**config.mk**
```make
export PLATFORM = sky130hd
export DESIGN_NAME = framed_packet_parser
export DESIGN_NICKNAME = d
export VERILOG_FILES = /design/src/fpp_pkg.sv /design/src/fpp_ram.sv /design/src/fpp_parser.sv /design/src/fpp_emitter.sv /design/src/framed_packet_parser.sv
export VERILOG_INCLUDE_DIRS = /design/src /design/src/src
export SDC_FILE = /design/constraint.sdc
export NUM_CORES = 1
export LEC_CHECK = 0
export BUFFER_PORTS_ARGS = -buffer_cell sky130_fd_sc_hd__buf_2
export CAP_MARGIN = 40
export CELL_PAD_IN_SITES_DETAIL_PLACEMENT = 1
export CELL_PAD_IN_SITES_GLOBAL_PLACEMENT = 1
export CORE_MARGIN = 10
export CORE_UTILIZATION = 55
export DETAILED_ROUTE_END_ITERATION = 10
export PLACE_DENSITY = 0.79
export SLEW_MARGIN = 20
export SYNTH_ARGS = -nofsm -noshare
export SYNTH_HDL_FRONTEND = slang
export SYNTH_HIERARCHICAL = 1
export SYNTH_SLANG_ARGS = --single-unit
```
**constraint.sdc**
```tcl
create_clock -name aclk -period 6.38 [get_ports aclk]
set_input_delay 1.276 -clock aclk [delete_from_list [all_inputs] [get_ports aclk]]
set_output_delay 1.276 -clock aclk [all_outputs]
set_load 0.01 [all_outputs]
```
**src/framed_packet_parser_assert.svh**
```systemverilog
// Assertion macros shared by the parser modules.
// Each check is sampled on the rising clock edge and is off while reset is low.
`ifndef FRAMED_PACKET_PARSER_ASSERT_SVH
`define FRAMED_PACKET_PARSER_ASSERT_SVH

`ifndef SYNTH

// The consequent must hold in the same cycle as the antecedent.
`define FPP_ASSERT_SAME(label, clk, rst_n, ante, cons) \
    label: assert property (@(posedge clk) disable iff (!rst_n) (ante) |-> (cons)) \
        else $error("framed packet parser check failed");

// The consequent must hold in the cycle after the antecedent.
`define FPP_ASSERT_NEXT(label, clk, rst_n, ante, cons) \
    label: assert property (@(posedge clk) disable iff (!rst_n) (ante) |=> (cons)) \
        else $error("framed packet parser check failed");

`else

`define FPP_ASSERT_SAME(label, clk, rst_n, ante, cons)
`define FPP_ASSERT_NEXT(label, clk, rst_n, ante, cons)

`endif

`endif

```
**src/fpp_pkg.sv**
```systemverilog
package fpp_pkg;

    // Default depth of the payload buffer.
    localparam int FPP_MAX_PAYLOAD = 32;

    // Configuration register indexes.
    localparam logic [2:0] REG_HEADER_BYTE     = 3'd0;
    localparam logic [2:0] REG_TAIL_BYTE       = 3'd1;
    localparam logic [2:0] REG_MAX_LENGTH      = 3'd2;
    localparam logic [2:0] REG_PARSE_ENABLE    = 3'd3;
    localparam logic [2:0] REG_CHECKSUM_ENABLE = 3'd4;

    // Configuration reset values.
    localparam logic [7:0] RST_HEADER_BYTE = 8'hAA;
    localparam logic [7:0] RST_TAIL_BYTE   = 8'h55;
    localparam logic [5:0] RST_MAX_LENGTH  = 6'd32;

    // Result status codes.
    typedef enum logic [1:0] {
        ST_PAYLOAD = 2'd0,
        ST_EMPTY   = 2'd1,
        ST_BAD_SUM = 2'd2,
        ST_NO_TAIL = 2'd3
    } status_t;

    // One finished frame handed from the parser to the emitter.
    typedef struct packed {
        status_t     status;
        logic [7:0]  cmd;
        logic [5:0]  length;
    } job_t;

    // Readiness of the emitter as seen by the parser side.
    typedef struct packed {
        logic ram_free;   // buffer is not being read
        logic job_ready;  // a new frame may be handed over
    } emit_status_t;

    // Address width of a buffer of the given depth.
    function automatic int addr_width(input int depth);
        return (depth > 1) ? $clog2(depth) : 1;
    endfunction

endpackage

```
**src/fpp_ram.sv**
```systemverilog
module fpp_ram #(
    parameter int WIDTH = 8,
    parameter int DEPTH = fpp_pkg::FPP_MAX_PAYLOAD
) (
    input  logic                                      aclk,
    input  logic                                      wr_en,
    input  logic [fpp_pkg::addr_width(DEPTH)-1:0]     wr_addr,
    input  logic [WIDTH-1:0]                          wr_data,
    input  logic                                      rd_en,
    input  logic [fpp_pkg::addr_width(DEPTH)-1:0]     rd_addr,
    output logic [WIDTH-1:0]                          rd_data
);

    logic [WIDTH-1:0] mem [DEPTH];
    logic [WIDTH-1:0] rd_data_reg;

    // Single write port, registered read port.
    always_ff @(posedge aclk) begin
        if (wr_en) begin
            mem[wr_addr] <= wr_data;
        end
        if (rd_en) begin
            rd_data_reg <= mem[rd_addr];
        end
    end

    assign rd_data = rd_data_reg;

endmodule

```
**src/fpp_parser.sv**
```systemverilog
`include "framed_packet_parser_assert.svh"

module fpp_parser #(
    parameter int MAX_PAYLOAD = fpp_pkg::FPP_MAX_PAYLOAD
) (
    input  logic                                         aclk,
    input  logic                                         aresetn,
    // Configuration writes
    input  logic                                         cfg_we,
    input  logic [2:0]                                   cfg_addr,
    input  logic [7:0]                                   cfg_data,
    // Accepted received byte
    input  logic                                         byte_valid,
    input  logic [7:0]                                   byte_data,
    output logic                                         at_tail,
    // Payload buffer write port
    output logic                                         ram_wr_en,
    output logic [fpp_pkg::addr_width(MAX_PAYLOAD)-1:0]  ram_wr_addr,
    output logic [7:0]                                   ram_wr_data,
    // Finished frame
    output logic                                         job_valid,
    output fpp_pkg::job_t                                job
);

    localparam int         AW      = fpp_pkg::addr_width(MAX_PAYLOAD);
    localparam logic [7:0] MAX_LEN = 8'(MAX_PAYLOAD);

    typedef enum logic [2:0] {
        PH_IDLE,
        PH_CMD,
        PH_LEN,
        PH_DATA,
        PH_CHECK,
        PH_TAIL
    } phase_t;

    phase_t         phase_reg, phase_next;
    logic [7:0]     cmd_reg, cmd_next;
    logic [5:0]     len_reg, len_next;
    logic [5:0]     fill_reg, fill_next;
    logic [7:0]     xor_reg, xor_next;
    logic           good_reg, good_next;
    logic           job_valid_reg, job_valid_next;
    fpp_pkg::job_t  job_reg, job_next;

    logic [7:0]     header_reg;
    logic [7:0]     tail_reg;
    logic [5:0]     max_len_reg;
    logic           parse_en_reg;
    logic           sum_en_reg;

    logic           step;
    logic [5:0]     fill_inc;

    assign step     = byte_valid && parse_en_reg;
    assign fill_inc = fill_reg + 6'd1;

    // Phase sequencing on each accepted byte.
    always_comb begin
        phase_next     = phase_reg;
        cmd_next       = cmd_reg;
        len_next       = len_reg;
        fill_next      = fill_reg;
        xor_next       = xor_reg;
        good_next      = good_reg;
        job_valid_next = 1'b0;
        job_next       = job_reg;
        if (step) begin
            unique case (phase_reg)
                PH_IDLE: begin
                    if (byte_data == header_reg) begin
                        phase_next = PH_CMD;
                    end
                end
                PH_CMD: begin
                    cmd_next   = byte_data;
                    phase_next = PH_LEN;
                end
                PH_LEN: begin
                    if ((byte_data > {2'b00, max_len_reg}) || (byte_data > MAX_LEN)) begin
                        phase_next = PH_IDLE;
                    end else begin
                        len_next  = byte_data[5:0];
                        fill_next = 6'd0;
                        xor_next  = cmd_reg ^ byte_data;
                        good_next = 1'b0;
                        if (byte_data == 8'd0) begin
                            if (sum_en_reg) begin
                                phase_next = PH_CHECK;
                            end else begin
                                good_next  = 1'b1;
                                phase_next = PH_TAIL;
                            end
                        end else begin
                            phase_next = PH_DATA;
                        end
                    end
                end
                PH_DATA: begin
                    xor_next  = xor_reg ^ byte_data;
                    fill_next = fill_inc;
                    if (fill_inc >= len_reg) begin
                        if (sum_en_reg) begin
                            phase_next = PH_CHECK;
                        end else begin
                            good_next  = 1'b1;
                            phase_next = PH_TAIL;
                        end
                    end
                end
                PH_CHECK: begin
                    good_next  = (byte_data == xor_reg);
                    phase_next = PH_TAIL;
                end
                PH_TAIL: begin
                    job_valid_next = 1'b1;
                    job_next.cmd    = cmd_reg;
                    job_next.length = len_reg;
                    if (byte_data != tail_reg) begin
                        job_next.status = fpp_pkg::ST_NO_TAIL;
                    end else if (!good_reg) begin
                        job_next.status = fpp_pkg::ST_BAD_SUM;
                    end else if (len_reg == 6'd0) begin
                        job_next.status = fpp_pkg::ST_EMPTY;
                    end else begin
                        job_next.status = fpp_pkg::ST_PAYLOAD;
                    end
                    phase_next = PH_IDLE;
                end
                default: begin
                    phase_next = PH_IDLE;
                end
            endcase
        end
    end

    // State, frame fields and configuration registers.
    always_ff @(posedge aclk) begin
        if (!aresetn) begin
            phase_reg     <= PH_IDLE;
            cmd_reg       <= 8'd0;
            len_reg       <= 6'd0;
            fill_reg      <= 6'd0;
            xor_reg       <= 8'd0;
            good_reg      <= 1'b0;
            job_valid_reg <= 1'b0;
            header_reg    <= fpp_pkg::RST_HEADER_BYTE;
            tail_reg      <= fpp_pkg::RST_TAIL_BYTE;
            max_len_reg   <= fpp_pkg::RST_MAX_LENGTH;
            parse_en_reg  <= 1'b1;
            sum_en_reg    <= 1'b1;
        end else begin
            phase_reg     <= phase_next;
            cmd_reg       <= cmd_next;
            len_reg       <= len_next;
            fill_reg      <= fill_next;
            xor_reg       <= xor_next;
            good_reg      <= good_next;
            job_valid_reg <= job_valid_next;
            if (cfg_we) begin
                unique case (cfg_addr)
                    fpp_pkg::REG_HEADER_BYTE:     header_reg   <= cfg_data;
                    fpp_pkg::REG_TAIL_BYTE:       tail_reg     <= cfg_data;
                    fpp_pkg::REG_MAX_LENGTH:      max_len_reg  <= cfg_data[5:0];
                    fpp_pkg::REG_PARSE_ENABLE:    parse_en_reg <= cfg_data[0];
                    fpp_pkg::REG_CHECKSUM_ENABLE: sum_en_reg   <= cfg_data[0];
                    default: begin
                    end
                endcase
            end
        end
    end

    // Job payload needs no reset.
    always_ff @(posedge aclk) begin
        job_reg <= job_next;
    end

    // Payload bytes go straight into the buffer.
    assign ram_wr_en   = step && (phase_reg == PH_DATA);
    assign ram_wr_addr = fill_reg[AW-1:0];
    assign ram_wr_data = byte_data;

    assign at_tail   = (phase_reg == PH_TAIL);
    assign job_valid = job_valid_reg;
    assign job       = job_reg;

    // A payload fill never reaches the stored length.
    `FPP_ASSERT_SAME(a_fill_below_len, aclk, aresetn,
        phase_reg == PH_DATA, fill_reg < len_reg)
    // A frame in the payload phase has a length the buffer can hold.
    `FPP_ASSERT_SAME(a_len_in_range, aclk, aresetn,
        phase_reg == PH_DATA, (len_reg != 6'd0) && ({2'b00, len_reg} <= MAX_LEN))
    // A finished frame always returns the parser to header hunting.
    `FPP_ASSERT_NEXT(a_tail_to_idle, aclk, aresetn,
        step && (phase_reg == PH_TAIL), (phase_reg == PH_IDLE) && job_valid_reg)

endmodule

```
**src/fpp_emitter.sv**
```systemverilog
`include "framed_packet_parser_assert.svh"

module fpp_emitter #(
    parameter int MAX_PAYLOAD = fpp_pkg::FPP_MAX_PAYLOAD
) (
    input  logic                                         aclk,
    input  logic                                         aresetn,
    // Finished frame from the parser
    input  logic                                         job_valid,
    input  fpp_pkg::job_t                                job,
    output fpp_pkg::emit_status_t                        emit_status,
    // Payload buffer read port
    output logic                                         ram_rd_en,
    output logic [fpp_pkg::addr_width(MAX_PAYLOAD)-1:0]  ram_rd_addr,
    input  logic [7:0]                                   ram_rd_data,
    // Result item
    output logic                                         res_valid,
    input  logic                                         res_ready,
    output fpp_pkg::status_t                             res_status,
    output logic [7:0]                                   res_cmd,
    output logic [5:0]                                   res_length,
    output logic [4:0]                                   res_index,
    output logic [7:0]                                   res_payload,
    output logic                                         res_last
);

    localparam int AW = fpp_pkg::addr_width(MAX_PAYLOAD);

    typedef enum logic [1:0] {
        EM_IDLE,
        EM_FETCH,
        EM_LOAD,
        EM_SHOW
    } em_state_t;

    em_state_t         state_reg;
    logic [5:0]        idx_reg;
    logic              valid_reg;
    fpp_pkg::status_t  status_reg;
    logic [7:0]        cmd_reg;
    logic [5:0]        len_reg;
    logic [4:0]        index_reg;
    logic [7:0]        payload_reg;
    logic              last_reg;

    // Sequencer and output register.
    always_ff @(posedge aclk) begin
        if (!aresetn) begin
            state_reg <= EM_IDLE;
            valid_reg <= 1'b0;
            idx_reg   <= 6'd0;
            last_reg  <= 1'b0;
        end else begin
            unique case (state_reg)
                EM_IDLE: begin
                    if (job_valid) begin
                        cmd_reg <= job.cmd;
                        len_reg <= job.length;
                        idx_reg <= 6'd0;
                        if (job.status == fpp_pkg::ST_PAYLOAD) begin
                            state_reg <= EM_FETCH;
                        end else begin
                            status_reg  <= job.status;
                            index_reg   <= 5'd0;
                            payload_reg <= 8'd0;
                            last_reg    <= 1'b1;
                            valid_reg   <= 1'b1;
                            state_reg   <= EM_SHOW;
                        end
                    end
                end
                EM_FETCH: begin
                    state_reg <= EM_LOAD;
                end
                EM_LOAD: begin
                    status_reg  <= fpp_pkg::ST_PAYLOAD;
                    index_reg   <= idx_reg[4:0];
                    payload_reg <= ram_rd_data;
                    last_reg    <= ((idx_reg + 6'd1) == len_reg);
                    valid_reg   <= 1'b1;
                    state_reg   <= EM_SHOW;
                end
                EM_SHOW: begin
                    if (res_ready) begin
                        valid_reg <= 1'b0;
                        if (last_reg) begin
                            state_reg <= EM_IDLE;
                        end else begin
                            idx_reg   <= idx_reg + 6'd1;
                            state_reg <= EM_FETCH;
                        end
                    end
                end
                default: begin
                    state_reg <= EM_IDLE;
                end
            endcase
        end
    end

    // The buffer is read in the fetch state, the cycle before the output load.
    assign ram_rd_en   = (state_reg == EM_FETCH);
    assign ram_rd_addr = idx_reg[AW-1:0];

    // The buffer is free once the final result of a run is loaded.
    assign emit_status.ram_free  = (state_reg == EM_IDLE) ||
                                   ((state_reg == EM_SHOW) && last_reg);
    assign emit_status.job_ready = (state_reg == EM_IDLE);

    assign res_valid   = valid_reg;
    assign res_status  = status_reg;
    assign res_cmd     = cmd_reg;
    assign res_length  = len_reg;
    assign res_index   = index_reg;
    assign res_payload = payload_reg;
    assign res_last    = last_reg;

    // A new frame only arrives while no run is in progress.
    `FPP_ASSERT_SAME(a_job_when_idle, aclk, aresetn,
        job_valid, state_reg == EM_IDLE)
    // The output register is full exactly in the show state.
    `FPP_ASSERT_SAME(a_valid_in_show, aclk, aresetn,
        valid_reg, state_reg == EM_SHOW)
    // Error and empty results stand alone as the last of their run.
    `FPP_ASSERT_SAME(a_error_is_last, aclk, aresetn,
        valid_reg && (status_reg != fpp_pkg::ST_PAYLOAD),
        last_reg && (index_reg == 5'd0) && (payload_reg == 8'd0))
    // Buffer data moves from the read register into the output register as the load state gives way to show.
    `FPP_ASSERT_NEXT(a_load_to_show, aclk, aresetn,
        state_reg == EM_LOAD, (state_reg == EM_SHOW) && valid_reg)

endmodule

```
**src/framed_packet_parser.sv**
```systemverilog
// Channel   Direction  Payload
// s_        in         tdata[7:0] rx_byte
// m_        out        tdata: cmd, length, index, payload; tuser: status; tlast
// cfg_      in         addr[2:0] register index, data[7:0] value
//
// A received byte that does not close a frame is taken while the buffer is free.
// After the tail byte, each result of a payload run passes through a buffer read, an output load,
// then the handshake, set by the single read port; the next read waits until a result is taken.
// One byte may pass right after the tail; input then waits for the final result to load,
// and a tail byte waits until that result is taken.
// Reset is synchronous and active low, the buffer needs no clearing, and writes are always taken.
module framed_packet_parser #(
    parameter int MAX_PAYLOAD = fpp_pkg::FPP_MAX_PAYLOAD
) (
    input  logic        aclk,
    input  logic        aresetn,
    // Received bytes
    input  logic        s_tvalid,
    output logic        s_tready,
    input  logic [7:0]  s_tdata,   // [7:0] rx_byte
    // Results
    output logic        m_tvalid,
    input  logic        m_tready,
    output logic [31:0] m_tdata,   // [7:0] frame_cmd, [13:8] frame_length,
                                   // [18:14] byte_index, [26:19] payload_byte
    output logic [1:0]  m_tuser,   // [1:0] status
    output logic        m_tlast,
    // Configuration writes
    input  logic        cfg_valid,
    output logic        cfg_ready,
    input  logic [2:0]  cfg_addr,
    input  logic [7:0]  cfg_data
);

    localparam int AW = fpp_pkg::addr_width(MAX_PAYLOAD);

    logic                   byte_valid;
    logic                   at_tail;
    logic                   ram_wr_en;
    logic [AW-1:0]          ram_wr_addr;
    logic [7:0]             ram_wr_data;
    logic                   ram_rd_en;
    logic [AW-1:0]          ram_rd_addr;
    logic [7:0]             ram_rd_data;
    logic                   job_valid;
    fpp_pkg::job_t          job;
    fpp_pkg::emit_status_t  emit_status;
    fpp_pkg::status_t       res_status;
    logic [7:0]             res_cmd;
    logic [5:0]             res_length;
    logic [4:0]             res_index;
    logic [7:0]             res_payload;

    // A tail byte waits until the emitter can take a new frame.
    assign s_tready   = emit_status.ram_free && (!at_tail || emit_status.job_ready);
    assign byte_valid = s_tvalid && s_tready;
    assign cfg_ready  = 1'b1;

    fpp_parser #(
        .MAX_PAYLOAD (MAX_PAYLOAD)
    ) u_parser (
        .aclk        (aclk),
        .aresetn     (aresetn),
        .cfg_we      (cfg_valid && cfg_ready),
        .cfg_addr    (cfg_addr),
        .cfg_data    (cfg_data),
        .byte_valid  (byte_valid),
        .byte_data   (s_tdata),
        .at_tail     (at_tail),
        .ram_wr_en   (ram_wr_en),
        .ram_wr_addr (ram_wr_addr),
        .ram_wr_data (ram_wr_data),
        .job_valid   (job_valid),
        .job         (job)
    );

    fpp_ram #(
        .WIDTH (8),
        .DEPTH (MAX_PAYLOAD)
    ) u_payload_ram (
        .aclk    (aclk),
        .wr_en   (ram_wr_en),
        .wr_addr (ram_wr_addr),
        .wr_data (ram_wr_data),
        .rd_en   (ram_rd_en),
        .rd_addr (ram_rd_addr),
        .rd_data (ram_rd_data)
    );

    fpp_emitter #(
        .MAX_PAYLOAD (MAX_PAYLOAD)
    ) u_emitter (
        .aclk        (aclk),
        .aresetn     (aresetn),
        .job_valid   (job_valid),
        .job         (job),
        .emit_status (emit_status),
        .ram_rd_en   (ram_rd_en),
        .ram_rd_addr (ram_rd_addr),
        .ram_rd_data (ram_rd_data),
        .res_valid   (m_tvalid),
        .res_ready   (m_tready),
        .res_status  (res_status),
        .res_cmd     (res_cmd),
        .res_length  (res_length),
        .res_index   (res_index),
        .res_payload (res_payload),
        .res_last    (m_tlast)
    );

    // Pack the result fields from the lowest bit up.
    assign m_tdata = {5'd0, res_payload, res_index, res_length, res_cmd};
    assign m_tuser = res_status;

endmodule
```
==> impl_results.md <==
- Crit Path Max Fanout: 12
- Min-delay src: u_parser/job[6]
- Clock tree from TritonCTS: yes
- NetSw: 0.000981 W
- Commonest non-fill, non-tap cell in the layout: edfxtp_1
- Worst-Margin Slew: 0.859 ns
- # setup viols final: 0
- Share of cells above drive strength 1: 0.216
- Synth-to-Final Area Change: 12.0%
- Seq cells post-synth: 376
- GRT Residual Overflow: 0
- Critical Path AT: 3.95 ns
- All-Layer GR Usage: 0.204
- Asr flop ratio synth: 0
- Routed len/inst: 25.0 µm
- First drt pass iteration count: 5
- Area leader, netlist: edfxtp_1
- Simple-gate area share of the yosys netlist: 0.0799
- Seq/Total Area, Yosys: 0.669
- Tmin final: 3.81 ns
- Switching share of power: 0.198
- Cell Int Power: 0.00398 W
- Post-DP HPWL: 24,200 µm
- Worst-Skew Late Latency: 0.52 ns
- DIE AREA: 0.0360 mm²
- Final period utilization: 0.597
- Setup TNS: 0 ns
- Length in cells of the worst reg-to-reg path: 10
- Post-synth EDFFs: 309
- Ranking of synthesized cells by area: edfxtp_1 58%, mux4_2 11%, dfxtp_1 8.5%
- Post-synthesis compound-gate area fraction: 0.0494
- Die span in x: 190 µm
- Worst Setup End Kind: flip-flop
- Synth top area share: 0.585
- Num rows: 62
- Final hold violations: 0
- H-tree Lvls: 2
- 1st-iter DRT viols: 794
- Worst EP required: 6.52 ns
- Synth Instances: 1,009
- Startpoint Class: flip-flop
- Slew Viols, Final: 0
- Io pins: 62
- # fillers: 2,605
- P_leak: 5.82 nW
- Yosys cell types: 64
- Core area: 0.0285 mm²
- Clk sinks: 376
- Via count: 8,886
- R2r setup slk: 2.57 ns
- VDD IR max: 0.000368 V
- Vias in the first global route: 9,513
- RR Startpoint: u_emitter/state_reg[1]
- Sequence of cells on the critical path: inv_1 > ha_1 > nand2b_1 > and3_1 > nand2_1 > nor2_1 > nand2_1 > clkinv_1 > or3b_2 > nor2_1
- Post-CTS Hold Fix Bufs: 0
- Comb power frac: 0.025
- CTS-repair resized insts: 0
- CP Class: reg2reg
- Initial antenna violation count: 1
- Min Hold Slack: 0.420 ns
- CP peak stage delay: 0.66 ns
- RD Place Congestion: 0.799
- Status: complete, no violations
- Met2 wire length: 18,000 µm
- ANT nets after route: 0
- Commonest non-fill, non-tap cells in the layout: 309 x edfxtp_1, 85 x nor2_1, 80 x mux4_2, 65 x dfxtp_1, 56 x nand2_1
- Post-Route WL: 36,900 µm
- Post-route DRC: 0
- Synthesized area per cell: 15.7 µm²
- Worst r2r dst: u_payload_ram/mem[8][4]
- Clock-pin slew on the worst setup and hold paths: 0.06 ns
- Post-Syn Area: 0.0159 mm²
- Number of max-cap violations: 0
- WL met1: 15,800 µm
- Seq pwr share: 0.536
- Hold Path Sink: u_emitter/res_cmd[0]
- Num CTS Buffers: 39
- Hold WC Path Type: reg2reg
- Ys flop type: edfxtp_1
- Setup bufs post-CTS: 0
- Starting Density: 0.556
- Die Ht: 190 µm
- Diode count: 0
- Multiplexer share of the synthesized area: 0.132
- Metal3 WL: 2310 µm
- Highest Signal Layer: met4
- Largest net degree at the start of global routing: 45
- Slew margin rel.: 0.425
- # port buffers: 55
- Root Driver: clkbuf_16
- Global-route wire length before repair: 57,100 µm
- Max reg flops: 256
- Nets: 1,105
- Average vias per placed instance: 6.03
- PwrDens: 279 mW/mm²
- Skew final: 0.0171 ns
- Part of the power in the clock network: 0.439
- Post-Synth Adder-Cell Area: 0.0150
- Min-Delay Path Depth: 0
- Highest clock rate: 262 MHz
- RSZ-0062 raised after global routing: false
- Crit path max-delay cell type: nor2_1
- Clock buffer depth: 3
- XOR/XNOR share of the synthesized area: 0.0226
- Main combinational cell family by area after synthesis: multiplexers
- YS warnings: 6
==> layout make-up <==
class / instances / area (µm²) / area share
Sequential cell: 376 / 10600 / 0.598
Clock buffer: 49 / 1060 / 0.0594
Tap cell: 384 / 480 / 0.0270
Timing Repair Buffer: 78 / 591 / 0.0332
Clock inverter: 19 / 159 / 0.00894
Multi-Input combinational cell: 543 / 4770 / 0.268
Inverter: 24 / 90.1 / 0.00507
==> how the worst max path moves through the flow <==
stage                                      start                       to  slack [ns]  cells past startpoint
final                     u_emitter/state_reg[1]  u_payload_ram/mem[8][4]        2.57                     10
after global routing      u_emitter/state_reg[1]  u_payload_ram/mem[8][4]        2.30                     10
after CTS                 u_emitter/state_reg[0]  u_payload_ram/mem[8][4]        2.57                     10
after detailed placement                s_tvalid  u_payload_ram/mem[8][5]        2.24                      8
after global placement                s_tdata[0]      u_parser/xor_reg[5]        2.42                      7
after floorplan                         s_tvalid  u_payload_ram/mem[0][0]        2.99                      8
==> power by group through the flow <==
stage / logic [W] / registers (W) / clock network (W)
2_1_floorplan: 0.0000752 / 0.00271 / 0
3_3_place_gp: 0.000108 / 0.00271 / 0
3_5_place_dp: 0.000117 / 0.00271 / 0
4_1_cts: 0.000117 / 0.00266 / 0.00222
5_1_grt: 0.000139 / 0.00266 / 0.00232
6_report: 0.000126 / 0.00266 / 0.00218
==> synth_stat cells (8+ instances only) <==
library cell and count:
edfxtp_1 309, nor2_1 85, mux4_2 80, dfxtp_1 67, nand2_1 56, a21oi_1 33, buf_4 31, xnor2_1 27
clkbuf_1 25, nand3_1 24, inv_1 23, mux2i_1 20, ha_1 19, and2_1 15, nor2b_1 15, o21ai_0 15
xor2_1 14, nor3_1 11, a31oi_1 10, mux2_2 8, nand3b_1 8
==> critical path: cells and delay by family (launching register included) <==
kind                       cells  cell delay (ns)
DFF                            1             0.35
and+or+nand+nor                7             2.36
adders and majority gates      1             0.37
buffers and inverters          2             0.36
==> stage by stage <==
stage | power [W] | worst slack, ns | instance area, µm² | std cells | util
after floorplan | 0.00278 | 2.99 | 15900 | 1013 | -
after global placement | 0.00282 | 2.42 | 16300 | 1391 | 0.571
after detailed placement | 0.00283 | 2.24 | 16400 | 1394 | 0.574
after CTS | 0.00500 | 2.57 | 17600 | 1462 | 0.616
after global routing | 0.00512 | 2.30 | 17800 | 1473 | 0.622
final | 0.00496 | 2.57 | 17800 | 1473 | 0.622
==> logic make-up (layout without fill, tap and decap cells) <==
family	Yosys count	count (layout)
DFF	376	376
and+or+nand+nor	256	256
AOI/OAI and AO/OA	113	113
muxes	108	108
buffers and inverters	94	170
xor gates and xnor gates	41	41
adders and majority gates	19	19
other	2	6
==> layer usage <==
metal  vias up  track usage
li1       3947            -
met1      4614        0.273
met2       262        0.334
met3        63       0.0427
met4         0       0.0543
met5         -            0
(Power assumes the default switching activity.)
